===== config.mk =====
export PLATFORM = sky130hd
export DESIGN_NAME = tcf_cordic
export DESIGN_NICKNAME = d
export VERILOG_FILES = /design/src/tcf_pkg.sv /design/src/tcf_cordic.sv
export SDC_FILE = /design/constraint.sdc
export NUM_CORES = 1
export LEC_CHECK = 0
export BUFFER_PORTS_ARGS = -buffer_cell sky130_fd_sc_hd__buf_2
export CAP_MARGIN = 10
export CORE_MARGIN = 4
export CORE_UTILIZATION = 40
export CTS_BUF_LIST = sky130_fd_sc_hd__clkbuf_8 sky130_fd_sc_hd__clkbuf_16
export DETAILED_ROUTE_END_ITERATION = 8
export HOLD_SLACK_MARGIN = 0.02
export PLACE_DENSITY = 0.58
export SLEW_MARGIN = 40
export SYNTH_ARGS = -nofsm -noshare
export SYNTH_HDL_FRONTEND = slang
export SYNTH_SLANG_ARGS = --single-unit

===== constraint.sdc =====
create_clock -name clock -period 10.1 [get_ports clock]
set_input_delay 2.02 -clock clock [delete_from_list [all_inputs] [get_ports clock]]
set_output_delay 2.02 -clock clock [all_outputs]
set_load 0.01 [all_outputs]

===== src/tcf_pkg.sv =====
// ----------------------------------------------------------------------------
// tcf_pkg
// Shared types, constants and the arctangent table of the tilt filter.
// ----------------------------------------------------------------------------
package tcf_pkg;

   localparam int CORDIC_STEPS_DEF = 16;
   localparam int TABLE_LEN        = 24;
   localparam int IDX_W            = 5;
   localparam int CORDIC_W         = 28;
   localparam int ANGLE_W          = 25;
   localparam int INC_W            = 29;
   localparam int CSR_IDX_W        = 2;
   localparam int CSR_DATA_W       = 17;

   localparam logic [CSR_IDX_W-1:0] CSR_BLEND  = 2'd0;
   localparam logic [CSR_IDX_W-1:0] CSR_PERIOD = 2'd1;

   typedef struct packed {
      logic signed [15:0] accel_x;
      logic signed [15:0] accel_y;
      logic signed [15:0] accel_z;
      logic signed [15:0] gyro_x;
      logic signed [15:0] gyro_y;
   } tcf_req_type;

   typedef struct packed {
      logic signed [23:0] roll_angle;
      logic signed [23:0] pitch_angle;
   } tcf_rsp_type;

   // atan(2^-i) in q16 degrees
   function automatic logic [21:0] atan_q16(input logic [IDX_W-1:0] idx);
      logic [21:0] v;
      unique case (idx)
         5'd0:  v = 22'd2949120;
         5'd1:  v = 22'd1740967;
         5'd2:  v = 22'd919879;
         5'd3:  v = 22'd466945;
         5'd4:  v = 22'd234379;
         5'd5:  v = 22'd117304;
         5'd6:  v = 22'd58666;
         5'd7:  v = 22'd29335;
         5'd8:  v = 22'd14668;
         5'd9:  v = 22'd7334;
         5'd10: v = 22'd3667;
         5'd11: v = 22'd1833;
         5'd12: v = 22'd917;
         5'd13: v = 22'd458;
         5'd14: v = 22'd229;
         5'd15: v = 22'd115;
         5'd16: v = 22'd57;
         5'd17: v = 22'd29;
         5'd18: v = 22'd14;
         5'd19: v = 22'd7;
         5'd20: v = 22'd4;
         5'd21: v = 22'd2;
         5'd22: v = 22'd1;
         default: v = 22'd0;
      endcase
      return v;
   endfunction

endpackage


===== src/tcf_cordic.sv =====
// ----------------------------------------------------------------------------
// tcf_cordic
// Vectoring CORDIC, one rotation per cycle, angle in q16 degrees.
// ----------------------------------------------------------------------------
module tcf_cordic #(
   parameter int STEPS = tcf_pkg::CORDIC_STEPS_DEF
) (
   input  logic                                 clock,
   input  logic                                 reset,
   input  logic                                 start,
   input  logic signed [tcf_pkg::CORDIC_W-1:0]  x_start,
   input  logic signed [tcf_pkg::CORDIC_W-1:0]  y_start,
   output logic                                 busy,
   output logic                                 done,
   output logic signed [tcf_pkg::CORDIC_W-1:0]  x_out,
   output logic signed [tcf_pkg::ANGLE_W-1:0]   z_out
);
   import tcf_pkg::*;

   localparam int N  = (STEPS > TABLE_LEN) ? TABLE_LEN : STEPS;
   localparam int IW = $clog2(N);

   logic signed [CORDIC_W-1:0] x_ff, x_in, y_ff, y_in;
   logic signed [ANGLE_W-1:0]  z_ff, z_in;
   logic [IW-1:0]              idx_ff, idx_in;
   logic                       busy_ff, busy_in, done_ff, done_in;
   logic signed [ANGLE_W-1:0]  step_ang;

   assign step_ang = $signed({3'b000, atan_q16(IDX_W'(idx_ff))});

   always_comb begin
      x_in    = x_ff;
      y_in    = y_ff;
      z_in    = z_ff;
      idx_in  = idx_ff;
      busy_in = busy_ff;
      done_in = 1'b0;
      if (start) begin
         x_in    = x_start;
         y_in    = y_start;
         z_in    = '0;
         idx_in  = '0;
         busy_in = 1'b1;
      end else if (busy_ff) begin
         if (y_ff > 0) begin
            x_in = x_ff + (y_ff >>> idx_ff);
            y_in = y_ff - (x_ff >>> idx_ff);
            z_in = z_ff + step_ang;
         end else begin
            x_in = x_ff - (y_ff >>> idx_ff);
            y_in = y_ff + (x_ff >>> idx_ff);
            z_in = z_ff - step_ang;
         end
         idx_in = idx_ff + 1'b1;
         if (idx_ff == IW'(N - 1)) begin
            busy_in = 1'b0;
            done_in = 1'b1;
         end
      end
   end

   always_ff @(posedge clock) begin
      if (reset) begin
         busy_ff <= 1'b0;
         done_ff <= 1'b0;
         idx_ff  <= '0;
      end else begin
         busy_ff <= busy_in;
         done_ff <= done_in;
         idx_ff  <= idx_in;
      end
      x_ff <= x_in;
      y_ff <= y_in;
      z_ff <= z_in;
   end

   assign busy  = busy_ff;
   assign done  = done_ff;
   assign x_out = x_ff;
   assign z_out = z_ff;

endmodule


==> run summary <==
Initial antenna violation count -> 0
Fin. max-slew vios -> 0
Mapped Cells -> 1,563
Die footprint -> 0.0361 mm2
Status -> completed
Power Internal -> 2.93 mW
First-pass GRT wire length -> 63,600 um
# IOs -> 114
Area Overhead vs Synth -> 8.33%
CTS resizes -> 0
WL/cell -> 19.4 um
Rel. slew slack -> 0.466
Switching Fraction -> 0.512
Root Driver -> clkbuf_16
Antenna diode count -> 0
Slowest cell on the critical path -> dfxtp_4
Final antenna-violating net count -> 0
Dpl hpwl -> 30,100 um
DRC errors left -> 0
Layout Nets -> 1,783
RSZ-0062 raised after global routing -> false
Final setup fails -> 0
Post-CTS setup buffer count -> 0
Period utilisation layout -> 0.636
Share of cells above drive strength 1 -> 0.165
Synth area leader -> edfxtp_1
Worst vdd ir -> 0.133 mV
FFs w/ async S/R, synth -> 0
Clk_lat worst skew -> 0.39 ns
Crit-path cells -> buf_4 > mux4_2 > mux2_2 > a2111o_1 > and2_1 > or2_2 > o21ai_0 > xor2_1 > ha_1 > or4_1 > o211ai_1 > a21oi_1 > a21boi_0 > o21ai_0 > a211oi_1 > xnor3_1 > mux2_2
GP Congestion -> 0.946
Post-Synthesis Cell Area -> 0.0132 mm2
Element type at the critical path start -> flip-flop
Clk sink count -> 109
Max Cap Violations -> 0
Vias in the first global route -> 11.6k
Slew @ Worst Pin -> 0.801 ns
Crit-path max FO -> 50
Clk slew on worst S/H paths -> 0.09 ns
Flop pwr share -> 0.183
Primary FF master, synth -> edfxtp_1
Fmax -> 0.156 GHz
Drt total wl -> 40,200 um
Hold WS -> 0.496 ns
WP buf/inv -> 1
Post-synth EDFFs -> 56
Htree depth -> 3
Leakage dissipation -> 5.84 nW
Sequential area share after synthesis -> 0.207
CP endpoint kind -> flip-flop
Hold Crit Class -> flip-flop to flip-flop
Layout Skew -> 0.0104 ns
Syn nets -> 1,719
Worst path max stage delay -> 0.75 ns
Crit path required time -> 10.25 ns
Via count -> 12.2k
Warnings from Yosys -> 0
Die height -> 190 um
Combinational power share -> 0.753
Psw -> 3.08 mW
TritonCTS buffer count -> 9
DIE WIDTH -> 190 um
Setup CP Type -> flip-flop to flip-flop
Largest net degree at the start of global routing -> 81
Synth top area cells -> edfxtp_1 (13%), ha_1 (8.9%), dfxtp_1 (8.0%)
Initial core utilization -> 0.406
Initial drt markers -> 919
Initial DRT Pass Iterations -> 5
CP top delay family -> compound AO/OA/AOI/OAI gates
Core area -> 0.0326 mm2
TritonCTS clock tree -> done
Syn Area/Cell -> 8.48 um2
GRT overflow -> 0
Power per Cell Area -> 418 mW/mm2
Hold Buf Count CTS -> 0
Clk pwr share -> 0.064
Arr. time, crit path -> 6.57 ns
Unique masters post-synth -> 103
Cell Rows -> 66
Clk buf depth -> 2
Yosys top cell area share -> 0.127
Tmin final -> 6.42 ns
Via density -> 5.88
PortBufs -> 113
Setup_tns -> 0 ns
Endpoints failing hold -> 0
Flops & latches, synth -> 109
Tot GR Track Use -> 0.219
[synthesized netlist by cell type, types with 32 or more instances]
library cell and instances:
a21oi_1 122, clkbuf_1 40, dfxtp_1 53, edfxtp_1 56
ha_1 94, inv_1 43, mux2_2 37, mux2i_1 66
mux4_2 37, nand2_1 165, nand3_1 32, nor2_1 120
o21ai_0 138, xnor2_1 64, xor2_1 70
[cell usage in the layout, fill, tap and decap left out, types with 16 or more instances in the layout]
master      n
a21o_1     31
nand3_1    32
nor3_1     23
o31ai_1    18
a211oi_1   22
mux2i_1    66
o21ai_0   138
xnor2_1    63
mux4_2     37
mux2_2     37
edfxtp_1   56
dfxtp_1    49
a21oi_1   122
o211ai_1   16
nor2b_1    17
ha_1       94
xor2_1     70
nand2b_1   25
nor2_1    118
inv_1      43
buf_2     112
nand2_1   165
[layer usage]
layer  track usage  vias up  wire [um]
met5             0        -          0
met4        0.0662        0        932
met3        0.0277       52       2320
met2         0.347      397      18000
met1         0.312     5799      18900
li1              -     5957          -
[registers in the layout (all words and copies together) (netlist names)]
name	count
x_out	28
y_ff	28
z_out	25
step_ang	22
idx_ff	4
busy	1
done	1
[path summary, 6_finish.rpt]
kind                                from                      to  slack [ns]  cells after the start
setup / recovery  idx_ff[1]$_SDFFE_PP0P_     x_out[27]$_DFFE_PP_        3.68                     17
hold / removal    z_out[23]$_SDFFE_PP0P_  z_out[23]$_SDFFE_PP0P_        0.50                      2
setup reg to reg  idx_ff[1]$_SDFFE_PP0P_     x_out[27]$_DFFE_PP_        3.68                     17
hold reg to reg   z_out[23]$_SDFFE_PP0P_  z_out[23]$_SDFFE_PP0P_        0.50                      2
[cells by family (layout without fill, tap and decap cells)]
| family | after synthesis | in the layout | synth area share |
|---|---|---|---|
| muxes | 149 | 149 | 0.159 |
| adders and majority gates | 97 | 97 | 0.0933 |
| xor gates and xnor gates | 135 | 135 | 0.0903 |
| DFF | 109 | 109 | 0.207 |
| buffers and inverters | 117 | 186 | 0.0467 |
| and+or+nand+nor | 486 | 486 | 0.177 |
| AOI/OAI and AO/OA | 470 | 470 | 0.227 |
[layout make-up]
type | count | area (um2)
Sequential cell | 109 | 2750
Timing Repair Buffer | 126 | 673
Tap cell | 442 | 553
Inverter | 44 | 165
Fill cell | 3302 | 18300
Clock inverter | 6 | 52.6
Multi-Input combinational cell | 1337 | 9900
Clock buffer | 10 | 250
[power groups by stage]
stage	Clock [mW]	Combinational, mW	Sequential [mW]
after floorplan	0	3.54	0.948
after global placement	0	4.41	1.10
after detailed placement	0	4.45	1.10
after CTS	0.399	4.49	1.09
after global routing	0.414	5.08	1.12
final	0.384	4.52	1.10
[worst reg2reg max path, stage by stage, from the launching register on]
cell      delay (ns)
dfxtp_4         0.75
buf_4           0.61
mux4_2          0.61
mux2_2          0.30
a2111o_1        0.41
and2_1          0.18
or2_2           0.27
o21ai_0         0.22
xor2_1          0.10
ha_1            0.21
or4_1           0.53
o211ai_1        0.32
a21oi_1         0.15
a21boi_0        0.44
o21ai_0         0.24
a211oi_1        0.33
xnor3_1         0.26
mux2_2          0.26
[per-stage QoR]
step	total power, mW	worst slack, ns	std cells	cell area [um2]	utilization
after floorplan	4.49	4.91	1563	13200	-
after global placement	5.51	3.81	2057	14000	0.430
after detailed placement	5.56	3.73	2057	14000	0.430
after CTS	5.98	3.69	2073	14300	0.440
after global routing	6.61	3.27	2074	14400	0.440
final	6.00	3.68	2074	14400	0.440
No activity file was read; power rests on OpenSTA's default activity.
