**src/tcf_pkg.sv**
```systemverilog
// ----------------------------------------------------------------------------
// tcf_pkg
// Shared types, constants and the arctangent table of the tilt filter.
// ----------------------------------------------------------------------------
package tcf_pkg;

   localparam int CORDIC_STEPS_DEF = 16;
   localparam int TABLE_LEN        = 24;
   localparam int IDX_W            = 5;
   localparam int CORDIC_W         = 28;
   localparam int ANGLE_W          = 25;
   localparam int INC_W            = 29;
   localparam int CSR_IDX_W        = 2;
   localparam int CSR_DATA_W       = 17;

   localparam logic [CSR_IDX_W-1:0] CSR_BLEND  = 2'd0;
   localparam logic [CSR_IDX_W-1:0] CSR_PERIOD = 2'd1;

   typedef struct packed {
      logic signed [15:0] accel_x;
      logic signed [15:0] accel_y;
      logic signed [15:0] accel_z;
      logic signed [15:0] gyro_x;
      logic signed [15:0] gyro_y;
   } tcf_req_type;

   typedef struct packed {
      logic signed [23:0] roll_angle;
      logic signed [23:0] pitch_angle;
   } tcf_rsp_type;

   // atan(2^-i) in q16 degrees
   function automatic logic [21:0] atan_q16(input logic [IDX_W-1:0] idx);
      logic [21:0] v;
      unique case (idx)
         5'd0:  v = 22'd2949120;
         5'd1:  v = 22'd1740967;
         5'd2:  v = 22'd919879;
         5'd3:  v = 22'd466945;
         5'd4:  v = 22'd234379;
         5'd5:  v = 22'd117304;
         5'd6:  v = 22'd58666;
         5'd7:  v = 22'd29335;
         5'd8:  v = 22'd14668;
         5'd9:  v = 22'd7334;
         5'd10: v = 22'd3667;
         5'd11: v = 22'd1833;
         5'd12: v = 22'd917;
         5'd13: v = 22'd458;
         5'd14: v = 22'd229;
         5'd15: v = 22'd115;
         5'd16: v = 22'd57;
         5'd17: v = 22'd29;
         5'd18: v = 22'd14;
         5'd19: v = 22'd7;
         5'd20: v = 22'd4;
         5'd21: v = 22'd2;
         5'd22: v = 22'd1;
         default: v = 22'd0;
      endcase
      return v;
   endfunction

endpackage

```
**src/tcf_div.sv**
```systemverilog
// ----------------------------------------------------------------------------
// tcf_div
// Gyro increments: rate * period * 4096 / 1000 by reciprocal multiplication,
// in a coarse, a remainder and a fine step per axis.
// ----------------------------------------------------------------------------
module tcf_div (
   input  logic                              clock,
   input  logic                              reset,
   input  logic                              start,
   input  logic signed [15:0]                gyro_a,
   input  logic signed [15:0]                gyro_b,
   input  logic [9:0]                        period,
   output logic                              busy,
   output logic signed [tcf_pkg::INC_W-1:0]  inc_a,
   output logic signed [tcf_pkg::INC_W-1:0]  inc_b
);
   import tcf_pkg::*;

   typedef enum logic [1:0] {
      D_IDLE, D_COARSE, D_REM, D_FINE
   } phase_type;

   // floor(n / 125) = (n * RECIP_HI) >> 33 for n below 2^26
   localparam logic [26:0] RECIP_HI = 27'd68719477;
   // floor(n / 125) = (n * RECIP_LO) >> 23 for n below 2^16
   localparam logic [16:0] RECIP_LO = 17'd67109;
   localparam logic [6:0]  DIVISOR  = 7'd125;

   phase_type                 phase_ff, phase_in;
   logic                      second_ff, second_in;
   logic [25:0]               mag_ff, mag_in;
   logic                      neg_ff, neg_in;
   logic [19:0]               q_hi_ff, q_hi_in;
   logic [6:0]                rem_ff, rem_in;
   logic signed [15:0]        gyro_b_ff, gyro_b_in;
   logic signed [INC_W-1:0]   inc_a_ff, inc_a_in, inc_b_ff, inc_b_in;
   logic signed [15:0]        gsel;
   logic signed [26:0]        prod;
   logic [25:0]               mag;
   logic [52:0]               hi_p;
   logic [26:0]               q_mul;
   logic [32:0]               lo_p;
   logic [27:0]               q_full;
   logic signed [INC_W-1:0]   qs;

   always_comb begin
      gsel   = start ? gyro_a : gyro_b_ff;
      prod   = 27'(gsel) * $signed({17'd0, period});
      mag    = prod[26] ? 26'(-prod) : prod[25:0];
      hi_p   = {27'd0, mag_ff} * {26'd0, RECIP_HI};
      q_mul  = 27'(q_hi_ff) * 27'(DIVISOR);
      lo_p   = 33'({rem_ff, 9'd0}) * 33'(RECIP_LO);
      // |rate * period| * 512 / 125 split as 512 * (m / 125) + 512 * (m % 125) / 125
      q_full = 28'({q_hi_ff, 9'd0}) + 28'(lo_p[31:23]);
      qs     = $signed(INC_W'(q_full));
   end

   always_comb begin
      phase_in  = phase_ff;
      second_in = second_ff;
      mag_in    = mag_ff;
      neg_in    = neg_ff;
      q_hi_in   = q_hi_ff;
      rem_in    = rem_ff;
      gyro_b_in = gyro_b_ff;
      inc_a_in  = inc_a_ff;
      inc_b_in  = inc_b_ff;
      if (start) begin
         phase_in  = D_COARSE;
         second_in = 1'b0;
         gyro_b_in = gyro_b;
         mag_in    = mag;
         neg_in    = prod[26];
      end else begin
         unique case (phase_ff)
            D_IDLE: ;
            D_COARSE: begin
               q_hi_in  = hi_p[52:33];
               phase_in = D_REM;
            end
            D_REM: begin
               rem_in   = 7'(mag_ff - q_mul[25:0]);
               phase_in = D_FINE;
            end
            D_FINE: begin
               if (!second_ff) begin
                  inc_a_in  = neg_ff ? -qs : qs;
                  second_in = 1'b1;
                  mag_in    = mag;
                  neg_in    = prod[26];
                  phase_in  = D_COARSE;
               end else begin
                  inc_b_in = neg_ff ? -qs : qs;
                  phase_in = D_IDLE;
               end
            end
            default: phase_in = D_IDLE;
         endcase
      end
   end

   always_ff @(posedge clock) begin
      if (reset) begin
         phase_ff <= D_IDLE;
      end else begin
         phase_ff <= phase_in;
      end
      second_ff <= second_in;
      mag_ff    <= mag_in;
      neg_ff    <= neg_in;
      q_hi_ff   <= q_hi_in;
      rem_ff    <= rem_in;
      gyro_b_ff <= gyro_b_in;
      inc_a_ff  <= inc_a_in;
      inc_b_ff  <= inc_b_in;
   end

   assign busy  = (phase_ff != D_IDLE);
   assign inc_a = inc_a_ff;
   assign inc_b = inc_b_ff;

endmodule

```
**config.mk**
```make
export PLATFORM = sky130hd
export DESIGN_NAME = tcf_div
export DESIGN_NICKNAME = d
export VERILOG_FILES = /design/src/tcf_pkg.sv /design/src/tcf_div.sv
export SDC_FILE = /design/constraint.sdc
export NUM_CORES = 1
export LEC_CHECK = 0
export ABC_CLOCK_PERIOD_IN_PS = 10750
export BUFFER_PORTS_ARGS = -buffer_cell sky130_fd_sc_hd__buf_2
export CAP_MARGIN = 20
export CELL_PAD_IN_SITES_DETAIL_PLACEMENT = 0
export CELL_PAD_IN_SITES_GLOBAL_PLACEMENT = 2
export CORE_MARGIN = 5
export CORE_UTILIZATION = 43
export CTS_CLUSTER_DIAMETER = 80
export DETAILED_ROUTE_END_ITERATION = 12
export PLACE_DENSITY = 0.95
export SETUP_SLACK_MARGIN = 0.2
export SLEW_MARGIN = 20
export SYNTH_ARGS = -nofsm -noshare
export SYNTH_HDL_FRONTEND = slang
export SYNTH_SLANG_ARGS = --single-unit
```
**constraint.sdc**
```tcl
create_clock -name clock -period 10.75 [get_ports clock]
set_input_delay 2.15 -clock clock [delete_from_list [all_inputs] [get_ports clock]]
set_output_delay 2.15 -clock clock [all_outputs]
set_load 0.05 [all_outputs]
```
==> out/qor.txt, run 1 <==
Buffer depth of the longest clock path - 2
Fillers - 5143
Die Ht - 246.2 um
IO Port Bufs - 103
Total Routing Usage GR - 18.13%
DR pass1 iterations - 4
RSZ-0062 raised after global routing - false
CP endpoint kind - register
Clk_skew - 18.17 ps
WHS - 576.7 ps
Initial antenna violation count - 0
Setup tns final - 0 ps
TritonCTS clock tree - yes
Slew Limit Fails - 0
Crit path DAT - 9030 ps
Number of synthesized register bits - 130
Final Cycle Share - 82.32%
Synth Instances - 2397
Crit path time final - 8849 ps
# Post-CTS Setup Buffers - 0
CTS Buf Count - 17
Crit path kind - input port to register
Reg clk slew, reported paths - 60 ps
Pin count of the biggest net entering global routing - 41
Core area - 0.05520 mm2
Vias - 16180
Diode count - 0
Worst Tran Pin Value - 958.2 ps
Critical-path maximum fanout - 40
Layout cell share with drive strength beyond 1 - 7.944%
Die area - 0.06062 mm2
CP required - 10930 ps
Seq/Total Area, Yosys - 16.15%
H-tree Lvls - 4
DRC viols - 0
Dominant synthesized flop cell - edfxtp_1
Clock Latency Late Sink - 450 ps
Final setup violation count - 0
Post-synth EDFFs - 127
Initial Util - 43.46%
Status - completed
Worst-path cell chain - buf_2 -> mux2_2 -> and2_1 -> fa_1 -> fa_1 -> fa_1 -> fa_1 -> inv_1 -> fa_1 -> inv_1 -> ha_1 -> and3_1 -> a22oi_1 -> o21ai_0 -> o41ai_1 -> o211ai_1 -> a21oi_1 -> xnor2_2 -> buf_4 -> o21ai_0 -> xnor2_1
Highest Clock Rate - 113.0 MHz
Die width - 246.2 um
Cts hold-fix bufs - 0
Relative slew slack - 36.12%
First-pass GRT wire length - 88.53 mm
Slowest CP cell - buf_2
Final wirelength - 52.47 mm
Syn_nets - 3208
Vias in the first global route - 17940
Antenna-violating nets left - 0
# nets final - 3303
Synthesis Warnings - 0
WL per Instance - 16.13 um
Register-to-register path setup slack - 2810 ps
Post-Syn Area - 0.02399 mm2
FP Rows - 86
Initial DRC Count - 573
Max incr delay on CP - 660 ps
Vias per cell - 4.973
CTS resizes - 0
Most common cell after layout, fill and taps aside - inv_1
CTS root buf - clkbuf_16
HP Class - register to register
Clock sinks - 130
Synth Area per Inst - 10.01 um2
Hold Violations, Final - 0
Crit path top cell by count - fa_1
Syn-to-layout area delta - 8.162%
Gr ovfl total - 0
Commonest non-fill, non-tap cells in the layout - 663 x inv_1, 397 x ha_1, 369 x fa_1
HPWL after DPL - 45.45 mm
Async S/R FF share, synth - 0%
Ports - 104
Routability cong. - 0.9281
# Max-Cap Violations - 0
Startpoint Class - input port
Netlist cell types - 79
metrics by stage:
step / area [um2] / utilization, % / setup slack (ps) / std cells
floorplan: 23990 / - / 2055 / 2397
global placement: 25370 / 45.96 / 1488 / 3221
detailed placement: 25370 / 45.96 / 1390 / 3221
CTS: 25950 / 47.01 / 1860 / 3253
global route: 25950 / 47.01 / 1413 / 3253
finish: 25950 / 47.01 / 1901 / 3253
flip-flops by register name (all words and copies together), names as in the netlist:
signal	cells
gyro_b_ff	16
inc_a	29
inc_b	29
mag_ff	26
neg_ff	1
phase_ff	2
q_hi_ff	19
rem_ff	7
second_ff	1
final timing paths:
kind	startpoint	to	cells after the start
setup / recovery	start	mag_ff[14]	21
hold / removal	second_ff	second_ff	2
setup reg to reg	mag_ff[9]	q_hi_ff[11]	18
hold reg to reg	second_ff	second_ff	2
area by class of cell:
cell class,count,area (um2),share of cell area (%)
clock buffers,17,425.4,1.639
clock inverters,15,153.9,0.5931
inverters,665,2496,9.620
multi-input cells,1568,17500,67.42
flip-flops and latches,130,3874,14.93
well taps,748,935.9,3.607
repair buffers,110,568.0,2.189
layer usage:
metal	part of all wire (%)	GRT usage [%]	wire length, um
met1	43	22.22	22470
met4	2.1	4.775	1089
met2	52	33.45	27250
met3	3.1	2.636	1651
met5	0	0	0
Yosys cell counts, types with 15 or more instances:
library cell / count / area (um2)
nand3_1: 19 / 95.09
nor3_1: 21 / 105.1
clkbuf_1: 27 / 101.4
nor2_1: 43 / 161.4
edfxtp_1: 127 / 3814
ha_1: 397 / 4967
mux2_2: 15 / 168.9
xor2_1: 28 / 245.2
xnor2_1: 70 / 613.1
nand2_1: 134 / 503.0
a21o_1: 39 / 292.8
a21oi_1: 62 / 310.3
inv_1: 663 / 2489
fa_1: 369 / 7387
o21ai_0: 54 / 270.3
and2_1: 93 / 581.8
critical path: cells and delay by family:
family / cells / cell delay, ps
adders and majority gates: 6 / 2990
muxes: 1 / 510
AOI/OAI and AO/OA: 6 / 1590
and+or+nand+nor: 2 / 450
xor gates and xnor gates: 2 / 280
buffers and inverters: 4 / 1040
kinds of logic (layout without fill, tap and decap cells):
kind of cell	count (synthesis)	after routing	share of synthesized area [%]
fa+ha+maj	766	766	51.50
compound gates	273	273	7.828
simple gates	415	415	9.148
xor+xnor	98	98	3.578
mux	16	16	0.7666
flops	130	130	16.15
buf+inv	699	807	11.04
Power of run 1 is not shown: default switching activity piles up to over one toggle a cycle in this logic, so the estimate is an artifact.
==> inputs of run 2 (changes only) <==
Settings changed: ABC_CLOCK_PERIOD_IN_PS 10750 to 7200, CORE_UTILIZATION 43 to 39, PLACE_DENSITY 0.95 to 0.91.
Clock period 10.75 ns to 7.2 ns, I/O delays scaled along.
==> run 2 against run 1 <==
Net effect: worst setup slack worse by 1700 ps; register-to-register slack lost 2400 ps; core utilization about the same; critical path depth rose by 1; via count increased by 5.1%; non-clock buffer count increased by 249; wire length rose by 6.2%; largest cell class unchanged.
==> out/qor.txt, run 2 (synthesized netlist as in run 1, its figures left out) <==
Status - completed
Crit path time final - 7019 ps
CP endpoint kind - register
IO Port Bufs - 103 (unchanged)
Crit path kind - input port to register
Vias in the first global route - 18590 (+3.6%)
Initial DRC Count - 670 (+17%)
Commonest non-fill, non-tap cells in the layout - 647 x inv_1, 374 x ha_1, 360 x fa_1
# nets final - 3552 (+7.5%)
Initial Util - 39.09% (-4.4 points)
Layout cell share with drive strength beyond 1 - 21.21% (+13 points)
Relative slew slack - 38.23% (+2.1 points)
Slowest CP cell - or4_4
Post-route cell area - 0.02886 mm2 (+11%)
Area after DPL - 0.02710 mm2 (+6.8%)
Die area - 0.06657 mm2 (+9.8%)
Worst Tran Pin Value - 925.5 ps (-32.70 ps)
Syn-to-layout area delta - 20.30%
Hold Violations, Final - 0 (unchanged)
Reg clk slew, reported paths - 60 ps (about the same)
Worst-path cell chain - bufbuf_16 -> mux2_4 -> and2_4 -> fa_1 -> ha_2 -> fa_1 -> inv_1 -> fa_1 -> fa_1 -> inv_2 -> ha_4 -> and2_4 -> a2111oi_4 -> buf_4 -> buf_6 -> nor4_4 -> or4_4 -> a22oi_2 -> nand4_1 -> or3_4 -> o21a_1 -> xor2_1
Antenna-violating nets left - 0 (unchanged)
H-tree Lvls - 4 (unchanged)
HPWL after DPL - 47.87 mm (+5.3%)
Ports - 104 (unchanged)
Max incr delay on CP - 540 ps (-120 ps)
Clock Latency Late Sink - 470 ps (+20 ps)
Vias - 17000 (+5.1%)
Critical-path maximum fanout - 8 (-80%)
Clock sinks - 130 (unchanged)
Gr ovfl total - 0 (unchanged)
Routability cong. - 0.8961 (-3.4%)
Startpoint Class - input port
Fillers - 5609 (+9.1%)
CP required - 7420 ps (-3510 ps)
Dpl cells - 3465 (+7.6%)
Slew Limit Fails - 0 (unchanged)
Cell family with most CP delay - adder cells
Total Routing Usage GR - 16.92% (-1.2 points)
First-pass GRT wire length - 91.86 mm (+3.8%)
CTS root buf - clkbuf_16
Final Instance Count excl. Fillers - 3543 (+8.9%)
Pin count of the biggest net entering global routing - 31 (-24%)
Register area - 0.003874 mm2 (unchanged)
Die width - 258.0 um (+4.8%)
Die Ht - 258.0 um (+4.8%)
Initial antenna violation count - 0 (unchanged)
Highest Clock Rate - 142.5 MHz
DRC viols - 0 (unchanged)
TritonCTS clock tree - yes
Buf/Inv on CP - 5 (+1)
HP Class - register to register
Footprint of the multi-input gates - 0.01833 mm2 (+4.7%)
Final wirelength - 55.71 mm (+6.2%)
Clk_skew - 8.836 ps (-9.338 ps)
DR pass1 iterations - 5 (+1)
Buffer depth of the longest clock path - 2 (unchanged)
Core area - 0.06137 mm2 (+11%)
Crit path DAT - 7230 ps (-1800 ps)
Crit path top cell by count - fa_1
Cts hold-fix bufs - 0 (unchanged)
Final setup violation count - 0 (unchanged)
FP Rows - 91 (+5.8%)
Final Cycle Share - 97.48%
Most common cell after layout, fill and taps aside - inv_1
# Max-Cap Violations - 0 (unchanged)
RSZ-0062 raised after global routing - true
WL per Instance - 15.72 um (-2.5%)
CTS Buf Count - 17 (unchanged)
Vias per cell - 4.799 (-3.5%)
Diode count - 0 (unchanged)
[run 2: changes by cell type in the layout (fill, tap and decap cells not counted), moves of 16 or more]
cell     previous run  this run
ha_4                0        20
nand2_2             1        19
inv_1             663       647
ha_1              397       374
inv_2               1        17
nand2_1           134       115
buf_4               7       237
[run 2: routing by layer]
layer  GRT usage, %  up-vias  part of all wire (%)
li1               -     8313                     -
met1          20.31     8337                    42
met2          31.59      289                    53
met3          2.425       65                   3.0
met4          4.702        0                   2.1
met5              0        -                     0
[run 2: stage by stage]
step	setup slack (ps)	setup TNS [ps]	util (%)	hold slack (ps)
floorplan	-287.5	-1779	-	495.4
global placement	-664.3	-12150	44.16	546.8
detailed placement	-754.8	-15190	44.16	555.7
CTS	166.8	0	45.76	567.4
global route	35.12	0	47.03	595.7
finish	181.4	0	47.03	572.2
[run 2: cell type report]
| cell class | instances | share of cell area (%) |
|---|---|---|
| repair buffers | 359 | 9.074 |
| inverters | 665 | 8.649 |
| multi-input cells | 1568 | 63.50 |
| clock buffers | 18 | 1.487 |
| flip-flops and latches | 130 | 13.42 |
| well taps | 790 | 3.425 |
| clock inverters | 13 | 0.4422 |
[run 2: worst min-delay path, stage by stage (launching register included)]
cell	delay, ps
dfxtp_1	360
a21oi_1	130
nor2_1	40
[run 2: final timing paths]
path / from / end / slack, ps / depth (start not counted)
max reg2reg: mag_ff[15] / q_hi_ff[12] / 460 / 24
min reg2reg: second_ff / second_ff / 570 / 2
min: second_ff / second_ff / 570 / 2
max: start / mag_ff[24] / 180 / 22
[run 2: timing repair]
action                                  CTS  global route
endpoints found under the setup margin   33            35
pin swaps                                42           117
resized for setup                        52           121
setup buffers                            17            25
cloned                                    2             3
Power of run 2 is left out for the same reason.
